===== src/rtl/core/sorted_array_priority_queue_unit_assert.svh =====
// ----------------------------------------------------------------------------
// Assertion macros for the sorted array priority queue
// Same-cycle and next-cycle implications, sampled on the rising clock edge
// and switched off while synchronous reset is asserted.
// ----------------------------------------------------------------------------
`ifndef SORTED_ARRAY_PRIORITY_QUEUE_UNIT_ASSERT_SVH
`define SORTED_ARRAY_PRIORITY_QUEUE_UNIT_ASSERT_SVH

// antecedent implies consequent in the same cycle
`define SAPQ_ASSERT_SAME(label, clk, rst_n, ante, cons) \
  label: assert property (@(posedge clk) disable iff (!rst_n) (ante) |-> (cons)) \
    else $error("sapq assertion failed (same cycle)");

// antecedent implies consequent in the next cycle
`define SAPQ_ASSERT_NEXT(label, clk, rst_n, ante, cons) \
  label: assert property (@(posedge clk) disable iff (!rst_n) (ante) |=> (cons)) \
    else $error("sapq assertion failed (next cycle)");

`endif


===== src/rtl/core/sapq_pkg.sv =====
// ----------------------------------------------------------------------------
// sapq_pkg
// Shared types and constants of the sorted array priority queue.
// ----------------------------------------------------------------------------
package sapq_pkg;

  // field widths
  localparam int DATA_W    = 32;
  localparam int ACT_W     = 2;
  localparam int STAT_W    = 2;
  localparam int CAP_W     = 6;
  localparam int FIDX_W    = 5;

  // defaults
  localparam int DEF_DEPTH = 32;
  localparam logic [CAP_W-1:0] CAP_RESET = 6'd32;

  // transaction operation codes
  typedef enum logic [ACT_W-1:0] {
    ACT_INSERT  = 2'd0,
    ACT_DEQUEUE = 2'd1,
    ACT_FIND    = 2'd2
  } action_t;

  // result status codes
  typedef enum logic [STAT_W-1:0] {
    ST_OK        = 2'd0,
    ST_FULL      = 2'd1,
    ST_EMPTY     = 2'd2,
    ST_NOT_FOUND = 2'd3
  } status_t;

  // search unit states
  typedef enum logic {
    SRCH_IDLE = 1'b0,
    SRCH_RUN  = 1'b1
  } srch_state_t;

  // broadcast to every cell of the chain
  typedef struct packed {
    logic                     ins_en;
    logic signed [DATA_W-1:0] value;
  } cell_ctrl_t;

  // search unit completion
  typedef struct packed {
    logic done;
    logic hit;
  } srch_res_t;

endpackage


===== src/rtl/core/sorted_array_priority_queue_unit.sv =====
// ----------------------------------------------------------------------------
// sorted_array_priority_queue_unit
// Priority queue of signed words kept in ascending order in a chain of
// cells; insert, dequeue of the largest entry and binary-search find.
// ----------------------------------------------------------------------------
//  channel   ports                                       handshake
//  input     in_action, in_value                         start / busy
//  result    out_status, out_value, out_found_index      out_strobe, one cycle
//  config    cfg_wr_data                                 cfg_wr_en
//
//  insert, dequeue and the unused code strobe their result in the next cycle
//  and busy stays low, so transactions may follow back to back.
//  find holds busy while it searches, one probe per cycle on the single
//  read port of the search unit; the result strobes as busy drops.
//  reset empties the queue and sets capacity to 32; stored words are not
//  cleared. the receiver cannot stall results.
// ----------------------------------------------------------------------------
`include "sorted_array_priority_queue_unit_assert.svh"

module sorted_array_priority_queue_unit #(
  parameter int DEPTH = sapq_pkg::DEF_DEPTH
) (
  input  logic                               clk,
  input  logic                               rst_n,
  // input transaction
  input  logic                               start,
  output logic                               busy,
  input  logic [sapq_pkg::ACT_W-1:0]         in_action,
  input  logic signed [sapq_pkg::DATA_W-1:0] in_value,
  // result transaction
  output logic                               out_strobe,
  output logic [sapq_pkg::STAT_W-1:0]        out_status,
  output logic signed [sapq_pkg::DATA_W-1:0] out_value,
  output logic [sapq_pkg::FIDX_W-1:0]        out_found_index,
  // configuration
  input  logic                               cfg_wr_en,
  input  logic [sapq_pkg::CAP_W-1:0]         cfg_wr_data
);

  localparam int CW = $clog2(DEPTH + 1);
  localparam int IW = $clog2(DEPTH);
  localparam int LW = (CW > sapq_pkg::CAP_W) ? CW : sapq_pkg::CAP_W;
  localparam int FW = sapq_pkg::FIDX_W;

  logic [CW-1:0]                      count_r;
  logic [sapq_pkg::CAP_W-1:0]         cap_r;
  logic                               strobe_r;
  logic [sapq_pkg::STAT_W-1:0]        status_r;
  logic signed [sapq_pkg::DATA_W-1:0] value_r;
  logic [FW-1:0]                      fidx_r;

  logic                               accept;
  logic                               full;
  logic                               empty;
  sapq_pkg::cell_ctrl_t               ctrl;
  logic signed [sapq_pkg::DATA_W-1:0] cell_data [DEPTH];
  logic [DEPTH:0]                     lt_chain;
  logic [IW-1:0]                      srch_idx;
  logic [IW-1:0]                      rd_idx;
  logic [CW-1:0]                      last_idx;
  logic signed [sapq_pkg::DATA_W-1:0] rd_data;
  logic                               srch_busy;
  sapq_pkg::srch_res_t                srch_res;
  logic                               launch;
  logic [FW+IW-1:0]                   fidx_wide;

  assign accept = start && !busy;
  assign busy   = srch_busy;
  assign empty  = (count_r == '0);
  assign full   = (LW'(count_r) >= LW'(cap_r)) || (count_r >= CW'(DEPTH));
  assign launch = accept && (in_action == sapq_pkg::ACT_FIND);

  // insert broadcast to the cell chain
  assign ctrl.ins_en = accept && (in_action == sapq_pkg::ACT_INSERT) && !full;
  assign ctrl.value  = in_value;

  // cell chain: boundary below cell zero counts as smaller than any value
  assign lt_chain[0] = 1'b1;
  for (genvar i = 0; i < DEPTH; i++) begin : g_cell
    logic signed [sapq_pkg::DATA_W-1:0] prev_data;
    if (i == 0) begin : g_first
      assign prev_data = ctrl.value;
    end else begin : g_rest
      assign prev_data = cell_data[i-1];
    end
    sapq_cell u_cell (
      .clk       (clk),
      .ctrl      (ctrl),
      .valid     (count_r > CW'(i)),
      .prev_lt   (lt_chain[i]),
      .prev_data (prev_data),
      .data_o    (cell_data[i]),
      .lt_o      (lt_chain[i+1])
    );
  end

  // single read port shared by dequeue and search probes
  assign last_idx = count_r - 1'b1;
  assign rd_idx   = srch_busy ? srch_idx : last_idx[IW-1:0];
  assign rd_data  = cell_data[rd_idx];

  sapq_search #(
    .DEPTH (DEPTH)
  ) u_search (
    .clk     (clk),
    .rst_n   (rst_n),
    .launch  (launch),
    .value   (in_value),
    .count   (count_r),
    .rd_idx  (srch_idx),
    .rd_data (rd_data),
    .busy    (srch_busy),
    .res     (srch_res)
  );

  assign fidx_wide = {{FW{1'b0}}, srch_idx};

  // configuration register
  always_ff @(posedge clk) begin
    if (!rst_n) begin
      cap_r <= sapq_pkg::CAP_RESET;
    end else if (cfg_wr_en) begin
      cap_r <= cfg_wr_data;
    end
  end

  // entry count
  always_ff @(posedge clk) begin
    if (!rst_n) begin
      count_r <= '0;
    end else if (ctrl.ins_en) begin
      count_r <= count_r + 1'b1;
    end else if (accept && (in_action == sapq_pkg::ACT_DEQUEUE) && !empty) begin
      count_r <= count_r - 1'b1;
    end
  end

  // result strobe
  always_ff @(posedge clk) begin
    if (!rst_n) begin
      strobe_r <= 1'b0;
    end else begin
      strobe_r <= (accept && !launch) || srch_res.done;
    end
  end

  // result payload
  always_ff @(posedge clk) begin
    if (accept) begin
      fidx_r <= '0;
      unique case (in_action)
        sapq_pkg::ACT_INSERT: begin
          status_r <= full ? sapq_pkg::ST_FULL : sapq_pkg::ST_OK;
          value_r  <= '0;
        end
        sapq_pkg::ACT_DEQUEUE: begin
          status_r <= empty ? sapq_pkg::ST_EMPTY : sapq_pkg::ST_OK;
          value_r  <= empty ? '0 : rd_data;
        end
        // find answers later, the unused code answers ok with zeros
        default: begin
          status_r <= sapq_pkg::ST_OK;
          value_r  <= '0;
        end
      endcase
    end else if (srch_res.done) begin
      status_r <= srch_res.hit ? sapq_pkg::ST_OK : sapq_pkg::ST_NOT_FOUND;
      value_r  <= '0;
      fidx_r   <= srch_res.hit ? fidx_wide[FW-1:0] : '0;
    end
  end

  assign out_strobe      = strobe_r;
  assign out_status      = status_r;
  assign out_value       = value_r;
  assign out_found_index = fidx_r;

  // checks
  `SAPQ_ASSERT_SAME(a_count_bound, clk, rst_n, 1'b1, count_r <= CW'(DEPTH))
  `SAPQ_ASSERT_NEXT(a_accept_answers, clk, rst_n, accept, out_strobe || busy)
  `SAPQ_ASSERT_SAME(a_strobe_idle, clk, rst_n, out_strobe, !busy)
  `SAPQ_ASSERT_NEXT(a_full_holds_count, clk, rst_n,
    accept && (in_action == sapq_pkg::ACT_INSERT) && full, $stable(count_r))

endmodule


===== src/rtl/core/sapq_cell.sv =====
// ----------------------------------------------------------------------------
// sapq_cell
// One storage cell of the sorted chain. Compares its entry with the
// broadcast value and, on insert, keeps its entry, takes the new value or
// takes its lower neighbor's entry.
// ----------------------------------------------------------------------------
module sapq_cell (
  input  logic                               clk,
  input  sapq_pkg::cell_ctrl_t               ctrl,
  input  logic                               valid,
  input  logic                               prev_lt,
  input  logic signed [sapq_pkg::DATA_W-1:0] prev_data,
  output logic signed [sapq_pkg::DATA_W-1:0] data_o,
  output logic                               lt_o
);

  logic signed [sapq_pkg::DATA_W-1:0] data_r;

  // stored entry is smaller than the broadcast value
  assign lt_o   = valid && (data_r < ctrl.value);
  assign data_o = data_r;

  // insert: cells at or above the slot shift up, the slot takes the value
  always_ff @(posedge clk) begin
    if (ctrl.ins_en && !lt_o) begin
      data_r <= prev_lt ? ctrl.value : prev_data;
    end
  end

endmodule


===== src/rtl/core/sapq_search.sv =====
// ----------------------------------------------------------------------------
// sapq_search
// Iterative binary search over the sorted chain, one probe per cycle
// through a single read port, midpoint lo + (hi - 1 - lo) / 2.
// ----------------------------------------------------------------------------
module sapq_search #(
  parameter int DEPTH = sapq_pkg::DEF_DEPTH
) (
  input  logic                               clk,
  input  logic                               rst_n,
  input  logic                               launch,
  input  logic signed [sapq_pkg::DATA_W-1:0] value,
  input  logic [$clog2(DEPTH+1)-1:0]         count,
  output logic [$clog2(DEPTH)-1:0]           rd_idx,
  input  logic signed [sapq_pkg::DATA_W-1:0] rd_data,
  output logic                               busy,
  output sapq_pkg::srch_res_t                res
);

  localparam int CW = $clog2(DEPTH + 1);
  localparam int IW = $clog2(DEPTH);

  sapq_pkg::srch_state_t              state_r, state_nxt;
  logic [CW-1:0]                      lo_r, hi_r;
  logic signed [sapq_pkg::DATA_W-1:0] val_r;
  logic [CW-1:0]                      span;
  logic [CW-1:0]                      mid;
  logic                               empty_range;
  logic                               eq;
  logic                               less;

  // probe address
  assign empty_range = (lo_r >= hi_r);
  assign span        = hi_r - lo_r - 1'b1;
  assign mid         = lo_r + (span >> 1);
  assign rd_idx      = mid[IW-1:0];
  assign eq          = (rd_data == val_r);
  assign less        = (rd_data < val_r);

  // next state
  always_comb begin
    state_nxt = state_r;
    unique case (state_r)
      sapq_pkg::SRCH_IDLE: begin
        if (launch) state_nxt = sapq_pkg::SRCH_RUN;
      end
      sapq_pkg::SRCH_RUN: begin
        if (empty_range || eq) state_nxt = sapq_pkg::SRCH_IDLE;
      end
      default: state_nxt = sapq_pkg::SRCH_IDLE;
    endcase
  end

  // outputs
  always_comb begin
    busy     = 1'b0;
    res.done = 1'b0;
    res.hit  = 1'b0;
    unique case (state_r)
      sapq_pkg::SRCH_IDLE: begin
        busy = 1'b0;
      end
      sapq_pkg::SRCH_RUN: begin
        busy     = 1'b1;
        res.done = empty_range || eq;
        res.hit  = !empty_range && eq;
      end
      default: busy = 1'b0;
    endcase
  end

  // state register
  always_ff @(posedge clk) begin
    if (!rst_n) begin
      state_r <= sapq_pkg::SRCH_IDLE;
    end else begin
      state_r <= state_nxt;
    end
  end

  // search window
  always_ff @(posedge clk) begin
    if (state_r == sapq_pkg::SRCH_IDLE && launch) begin
      lo_r  <= '0;
      hi_r  <= count;
      val_r <= value;
    end else if (state_r == sapq_pkg::SRCH_RUN && !empty_range && !eq) begin
      if (less) begin
        lo_r <= mid + 1'b1;
      end else begin
        hi_r <= mid;
      end
    end
  end

endmodule

===== config.mk =====
export PLATFORM = sky130hd
export DESIGN_NAME = sorted_array_priority_queue_unit
export DESIGN_NICKNAME = d
export VERILOG_FILES = /design/src/rtl/core/sapq_pkg.sv /design/src/rtl/core/sorted_array_priority_queue_unit.sv /design/src/rtl/core/sapq_cell.sv /design/src/rtl/core/sapq_search.sv
export VERILOG_INCLUDE_DIRS = /design/src /design/src/rtl/core
export SDC_FILE = /design/constraint.sdc
export NUM_CORES = 2
export LEC_CHECK = 0
export BUFFER_PORTS_ARGS = -buffer_cell sky130_fd_sc_hd__buf_2
export CORE_AREA = 2 2 458 642
export DETAILED_ROUTE_END_ITERATION = 10
export DIE_AREA = 0 0 460 644
export HOLD_SLACK_MARGIN = 0.03
export PLACE_DENSITY_LB_ADDON = 0.05
export SLEW_MARGIN = 0
export SYNTH_ARGS = -nofsm -noshare
export SYNTH_HDL_FRONTEND = slang
export SYNTH_SLANG_ARGS = --single-unit

===== constraint.sdc =====
create_clock -name clk -period 6 [get_ports clk]
set_clock_uncertainty 0.05 [all_clocks]
set_input_delay 0.9 -clock clk [delete_from_list [all_inputs] [get_ports clk]]
set_output_delay 0.9 -clock clk [all_outputs]
set_load 0.005 [all_outputs]

# [Word level (Yosys, flattened, before mapping)]
# Cells that the tools add are included.
[classes] bitwise_logic=2 eq_ne=4 n_lt_le_gt_ge=69 addsub=6 n_reduce_logical=123 muxes=56
[op_table] cell="32-bit 2-to-1 mux" n=37
[op_table] cell="32-bit < comparator" n=33
[op_table] cell="32-bit binary-select mux with 5-bit select" n=1
[op_table] cell="6-bit by 5-bit greater-than comparator with 1-bit output, second input constant" n=16
[op_table] cell="1-bit logical AND" n=75
[op_table] cell="6-bit by 4-bit greater-than comparator with 1-bit output, second input constant" n=8
[op_table] cell="1-bit logical NOT" n=38
[op_table] cell="32-bit equality test" n=1
[op_table] cell="6-bit 2-to-1 mux" n=5
[op_table] cell="6-bit by 3-bit greater-than comparator with 1-bit output, second input constant" n=4
[op_table] cell="6-bit by 1-bit adder with 6-bit output, second input constant" n=2
[op_table] cell="6-bit greater-or-equal comparator" n=2
[op_table] cell="6-bit greater-or-equal comparator, second input constant" n=2
[op_table] cell="6-bit by 1-bit greater-than comparator with 1-bit output, second input constant" n=2
[op_table] cell="6-bit by 2-bit greater-than comparator with 1-bit output, second input constant" n=2
[op_table] cell="6-bit by 1-bit subtractor with 6-bit output, second input constant" n=2
[op_table] cell="2-bit 2-to-1 mux" n=5
[op_table] cell="5-bit 2-to-1 mux" n=2
[op_table] cell="6-bit by 5-bit adder with 6-bit output" n=1
[op_table] cell="6-bit logical NOT" n=1
[op_table] cell="5-bit inverter with 6-bit output" n=1
[op_table] cell="2-bit nonzero test" n=3
[op_table] cell="6-bit subtractor" n=1
[op_table] cell="1-bit case mux with 2 select lines" n=2
[op_table] cell="9 further kinds" n=14
[totals] out_inout_bits=41 input_bits=44 regBits=1121 wordCells=302

# [Depth between registers and ports, before layout]
[depth] depth_word=14 ltp_mapped=26 depth_no_buf=23

# [Cells and area by module]
# A second synthesis with hierarchy kept.
[hier_totals] hier_cells=8094 hier_area_um2=87542.7
[by_module_without_submodules] module="sapq_cell" cells_per_inst=185 area_per_inst_um2=2185.8 n_inst=32
[by_module_without_submodules] module="sorted_array_priority_queue_unit" cells_per_inst=1904 area_per_inst_um2=14597.8 n_inst=1
[by_module_without_submodules] module="sapq_search" cells_per_inst=270 area_per_inst_um2=2997.9 n_inst=1

# [Worst setup path after synthesis]
# Ideal clock, no wire load.
[synth_timing] kind="flip-flop to flip-flop" start="register u_search.hi_r[0]" end="register status_r (netlist bit out_status[0]) (enable)" setup_ns=0.392 stages_incl_launch_ff=20 arrival_time_ns=5.379 synth_period_minus_slack_ns=5.821 n_path_buf=1 slack_ns=0.179 path_cell_list="edfxtp_1 > ha_1 > fa_1 > ha_1 > inv_1 > fa_1 > xor2_1 > a21o_1 > clkbuf_1 > mux4_2 > mux2i_1 > mux2i_1 > nand2_1 > o221ai_1 > ha_1 > nand4_1 > nor4_1 > and3_1 > o21ai_1 > nand2_1"
[synth_via] elab_chain_cells=12 word_cells_on_any_way=13
[synth_lines] item="start: declaration" line_no="sapq_search.sv:24" rtl="logic [CW-1:0] lo_r, hi_r;"
[synth_lines] item="start signal: assignment" line_no="sapq_search.sv:85" rtl="hi_r <= count;"
[synth_lines] item="start signal: assignment" line_no="sapq_search.sv:91" rtl="hi_r <= mid;"
[synth_lines] item="6-bit subtractor" line_no="sapq_search.sv:34" rtl="assign span = hi_r - lo_r - 1'b1;"
[synth_lines] item="6-bit by 1-bit subtractor with 6-bit output" line_no="sapq_search.sv:34"
[synth_lines] item="6-bit by 5-bit adder with 6-bit output" line_no="sapq_search.sv:35" rtl="assign mid = lo_r + (span >> 1);"
[synth_lines] item="5-bit 2-to-1 mux" line_no="sorted_array_priority_queue_unit.sv:99" rtl="assign rd_idx = srch_busy ? srch_idx : last_idx[IW-1:0];"
[synth_lines] item="5-bit inverter with 6-bit output (implied by the code)" line_no="sorted_array_priority_queue_unit.sv:100" rtl="assign rd_data = cell_data[rd_idx];"
[synth_lines] item="32-bit binary-select mux with 5-bit select" line_no="sorted_array_priority_queue_unit.sv:100"
[synth_lines] item="32-bit 2-to-1 mux (implied by the code) (2 in series)" line_no="sorted_array_priority_queue_unit.sv:100"
[synth_lines] item="via rd_data, one bit" line_no="sorted_array_priority_queue_unit.sv:61" rtl="logic signed [sapq_pkg::DATA_W-1:0] rd_data;"
[synth_lines] item="32-bit equality test" line_no="sapq_search.sv:37" rtl="assign eq = (rd_data == val_r);"
[synth_lines] item="1-bit logical OR" line_no="sapq_search.sv:65" rtl="res.done = empty_range || eq;"
[synth_lines] item="2-bit 2-to-1 mux" line_no="sapq_search.sv:59" rtl="unique case (state_r)"
[synth_lines] item="2-bit nonzero test (no line)"
[synth_lines] item="end signal: assignment" line_no="sorted_array_priority_queue_unit.sv:157" rtl="status_r <= empty ? sapq_pkg::ST_EMPTY : sapq_pkg::ST_OK;"
[synth_lines] item="end signal: assignment" line_no="sorted_array_priority_queue_unit.sv:162" rtl="status_r <= sapq_pkg::ST_OK;"
[synth_lines] item="end signal: assignment" line_no="sorted_array_priority_queue_unit.sv:167" rtl="status_r <= srch_res.hit ? sapq_pkg::ST_OK : sapq_pkg::ST_NOT_FOUND;"
[synth_lines] item="end: declaration" line_no="sorted_array_priority_queue_unit.sv:48" rtl="logic [sapq_pkg::STAT_W-1:0] status_r;"
# The timed path passes the listed nets, and every way through them passes these cells. The select of a mux whose other input is x is not followed.
# A chain may end at the register's enable or synchronous reset.

# [Final worst setup path]
[layout_timing] start="register u_search.hi_r[0]" end="register value_r (netlist bit out_value[2]) (enable)"
[layout_via] elab_chain_cells=12 word_cells_on_any_way=13
[layout_lines] item="6-bit subtractor" line_no="sapq_search.sv:34"
[layout_lines] item="6-bit by 1-bit subtractor with 6-bit output" line_no="sapq_search.sv:34"
[layout_lines] item="6-bit by 5-bit adder with 6-bit output" line_no="sapq_search.sv:35"
[layout_lines] item="5-bit 2-to-1 mux" line_no="sorted_array_priority_queue_unit.sv:99"
[layout_lines] item="5-bit inverter with 6-bit output (implied by the code)" line_no="sorted_array_priority_queue_unit.sv:100"
[layout_lines] item="32-bit binary-select mux with 5-bit select" line_no="sorted_array_priority_queue_unit.sv:100"
[layout_lines] item="32-bit 2-to-1 mux (implied by the code) (2 in series)" line_no="sorted_array_priority_queue_unit.sv:100"
[layout_lines] item="via rd_data, one bit" line_no="sorted_array_priority_queue_unit.sv:61"
[layout_lines] item="32-bit equality test" line_no="sapq_search.sv:37"
[layout_lines] item="1-bit logical OR" line_no="sapq_search.sv:65"
[layout_lines] item="2-bit 2-to-1 mux" line_no="sapq_search.sv:59"
[layout_lines] item="2-bit nonzero test (no line)"
[layout_lines] item="end signal: assignment" line_no="sorted_array_priority_queue_unit.sv:158" rtl="value_r <= empty ? '0 : rd_data;"
[layout_lines] item="end: declaration" line_no="sorted_array_priority_queue_unit.sv:49" rtl="logic signed [sapq_pkg::DATA_W-1:0] value_r;"
# The timed path passes the listed nets, and every way through them passes these cells. The select of a mux whose other input is x is not followed.

==> run metrics <==
dominant cell type by area after synthesis=sky130_fd_sc_hd__edfxtp_1; cells on worst reg2reg path=29; number of cells on the worst hold path=3; DRC violations left=0; Bufs and invs on worst path=12; Starting Density=26.8%; failing checks=setup timing; share of flip-flops with an asynchronous set or reset=0%; number of CTS-inserted buffers=150; hold path start=cfg_wr_data[5]; Clock Sink Count=1121; root cell of the clock tree=sky130_fd_sc_hd__clkbuf_16; clock tree from TritonCTS=built; launching point of the worst reg2reg path=u_search.hi_r[0]; Die Footprint=296000 µm²; multi-input combinational cell area=43600 µm²; number of H-tree levels=4; Post-Place Cell Area=87100 µm²; pins over their slew limit=0; maximum clock frequency=161 MHz; count of flip-flops with a built-in enable after synthesis=1096; count of nets left with antenna violations after detail routing=0; clock latency reported for the late side of the worst-skew pair=0.82 ns; Netlist Area Pre-Place=78000 µm²; crit path kind=reg2reg; Synth warnings=0; family with the most delay on the worst path=buffers and inverters; FF+latch area=33400 µm²; Final Cell Area=92600 µm²; IR drop worst, VDD=0.237 mV; endpoint with the worst hold slack=cap_r[5]; RSZ-0062 raised after global routing=yes; number of synthesized register bits=1121; Avg Synthesized Cell Area=13.5 µm²; final WL=321000 µm; per-cell via count in the routed design=5.23; worst slew margin relative to its limit=26.1%; DR pass1 iterations=5; total via count after detailed routing=53.3k; worst reg2reg path endpoint=out_value[2]; Routed WL per cell=31.6 µm; required time at the endpoint of the critical path=6.47 ns; sequential element share of the synthesized area=42.8%; Max Cap Viol=0; buffer levels on the longest clock path=4; number of nets in the final layout=7337; share of the cycle needed by the critical path after routing=103%; distinct cell type count of the synthesized netlist=83; RD Place Congestion=0.883; global router's overall resource usage=21.4%; arrival time of the worst setup path=6.66 ns; final count of negative-setup-slack endpoints=46; number of inserted filler cells in the final layout=28.8k; transition time at the pin with the least slew margin=1.11 ns; site row count=235; outcome=complete, but fails checks; most common library cells after synthesis=sky130_fd_sc_hd__edfxtp_1, sky130_fd_sc_hd__ha_1, sky130_fd_sc_hd__mux2_2; CP max stage cell=sky130_fd_sc_hd__edfxtp_1; Leakage=0.0364 µW; cell types occupying the most area after synthesis=sky130_fd_sc_hd__edfxtp_1, sky130_fd_sc_hd__ha_1, sky130_fd_sc_hd__mux2_2; layout overhead on the synthesized area=18.7%; leading register cell type out of synthesis=sky130_fd_sc_hd__edfxtp_1; Core ar.=291000 µm²; first-iteration detailed-routing DRC count=3443; worst hold path type=in2reg; initial antenna violation count=9; fraction of synthesized cell area taken by the top area cell type=42.2%; dominant cell by count in the synthesized netlist=sky130_fd_sc_hd__edfxtp_1; num ports=85; first-pass GRT wire length=450000 µm; overflow left after global routing=0; number of hold-slack violations in the final timing report=0; largest fanout on the critical path=11; Syn Nets=6846; final critical-path required period=6.19 ns; worst-case setup margin in the final layout=-0.194 ns; slowest cell delay on critical path=0.43 ns; die boundary height=644 µm; clk slew on worst S/H paths=0.06 ns; Port-buffer cells=84; Final Instance Count excl. Fillers=10.2k; via count of the first global-routing pass=56.2k; placed wire-length estimate=250000 µm; width of the die=460 µm; post-synthesis cell count=5781; pin count of the biggest net entering global routing=44; ratio of cells with drive above 1 in the final layout=34.9%; endpoint class of the critical path=register; CP startpoint kind=register; worst reg-to-reg setup slack=-0.19 ns; placed cell count=9876; Power per Cell Area=334 nW/µm²
## sequential cells by signal, summed over array words and instances, names as in the netlist
register / count
u_search.hi_r: 6
u_search.val_r: 32
out_value: 32
u_search.state_r: 1
g_cell.u_cell.data_o: 1024
out_strobe: 1
count_r: 6
out_found_index: 5
out_status: 2
u_search.lo_r: 6
cap_r: 6
## worst max-delay path by stage
| stage | startpoint | endpoint | depth (start not counted) |
|---|---|---|---|
| 6_report | u_search.hi_r[0] | out_value[2] | 29 |
| 5_1_grt | u_search.hi_r[0] | u_search.lo_r[1] | 28 |
| 4_1_cts | u_search.hi_r[0] | u_search.lo_r[2] | 28 |
| 3_5_place_dp | u_search.hi_r[0] | u_search.lo_r[1] | 27 |
| 3_3_place_gp | u_search.hi_r[0] | u_search.lo_r[0] | 27 |
| 2_1_floorplan | u_search.hi_r[0] | out_status[0] | 19 |
## worst reg2reg max path: cells and delay by family (launching register included)
family                   cells  cell delay, ns
AO/OA/AOI/OAI                3            0.41
buffers and inverters       12            1.67
flip-flops                   1            0.43
multiplexers                 3            0.55
XOR/XNOR                     2            0.41
AND/OR/NAND/NOR              5            0.94
adder cells (fa/ha/maj)      4            1.37
## logic make-up after synthesis
logic type / after synthesis / share of synthesized area, %
buf+inv: 406 / 2.38
mux: 1431 / 24.4
fa+ha+maj: 1021 / 16.4
flops: 1121 / 42.8
compound gates: 1003 / 8.64
xor+xnor: 22 / 0.247
simple gates: 777 / 5.18
## timing repair
item | in CTS | in global routing
buffers inserted | 21 | 11
setup endpoints to repair | 55 | 55
cloned | 7 | 0
hold buffers | 0 | 0
pin swaps | 21 | 28
gates resized for setup | 70 | 42
## report_power, final
| part | switching [µW] | internal (µW) |
|---|---|---|
| logic | 6570 | 5800 |
| registers | 441 | 9240 |
| clock network | 3820 | 5040 |
| total | 10800 | 20100 |
## stage by stage
stage                     hold WS, ns  power [µW]  setup TNS (ns)  worst slack [ns]  utilization [%]
final                           0.261       30900           -6.77            -0.194             31.8
after global routing            0.271       32300          -13.87            -0.378             31.8
after CTS                       0.195       31100           -3.86            -0.147             31.7
after detailed placement        0.435       21400          -36.48            -0.823             29.9
after global placement          0.431       21400          -34.06            -0.799             29.9
after floorplan                 0.409       15800               0             0.179                -
## layout by cell type (no fill, tap or decap), types with 14 or more instances in the layout
cell type                   instances
sky130_fd_sc_hd__a211oi_1          50
sky130_fd_sc_hd__a21o_1           267
sky130_fd_sc_hd__a21oi_1          288
sky130_fd_sc_hd__buf_12            84
sky130_fd_sc_hd__buf_2             84
sky130_fd_sc_hd__buf_4            457
sky130_fd_sc_hd__clkbuf_1          31
sky130_fd_sc_hd__clkbuf_16        155
sky130_fd_sc_hd__clkinv_1          39
sky130_fd_sc_hd__clkinv_2          26
sky130_fd_sc_hd__dfxtp_1           25
sky130_fd_sc_hd__edfxtp_1        1096
sky130_fd_sc_hd__ha_1            1017
sky130_fd_sc_hd__inv_1             94
sky130_fd_sc_hd__mux2_2           936
sky130_fd_sc_hd__mux2_4            58
sky130_fd_sc_hd__mux2i_1          148
sky130_fd_sc_hd__mux2i_2           16
sky130_fd_sc_hd__mux4_2           256
sky130_fd_sc_hd__nand2_1          178
sky130_fd_sc_hd__nand2b_1          62
sky130_fd_sc_hd__nand3_1           55
sky130_fd_sc_hd__nand4_1          169
sky130_fd_sc_hd__nor2_1           121
sky130_fd_sc_hd__nor2_4            14
sky130_fd_sc_hd__nor2b_1           43
sky130_fd_sc_hd__nor3_1            21
sky130_fd_sc_hd__o2111ai_1         16
sky130_fd_sc_hd__o211ai_1          15
sky130_fd_sc_hd__o21a_1            14
sky130_fd_sc_hd__o21ai_0          117
sky130_fd_sc_hd__o21ai_1           16
sky130_fd_sc_hd__o21bai_1          22
sky130_fd_sc_hd__o221ai_1          61
## layer usage
metal / up-vias / share of wire [%] / global-route usage (%)
met5: - / 0 / 0
met4: 0 / 2.9 / 5.81
met3: 327 / 2.5 / 1.66
met2: 925 / 54 / 40.2
met1: 27709 / 41 / 25.9
li1: 24291 / - / -
## area by class of cell
cell class                      count  share of cell area, %
Timing Repair Buffer              647                   6.44
Clock inverter                     73                  0.563
Inverter                           98                  0.397
Tap cell                         3792                   5.12
Multi-Input combinational cell   4254                   47.1
Antenna cell                        2                0.00540
Clock buffer                      186                   4.31
Sequential cell                  1121                   36.1
Note: power is estimated with default switching activity, not from simulation.
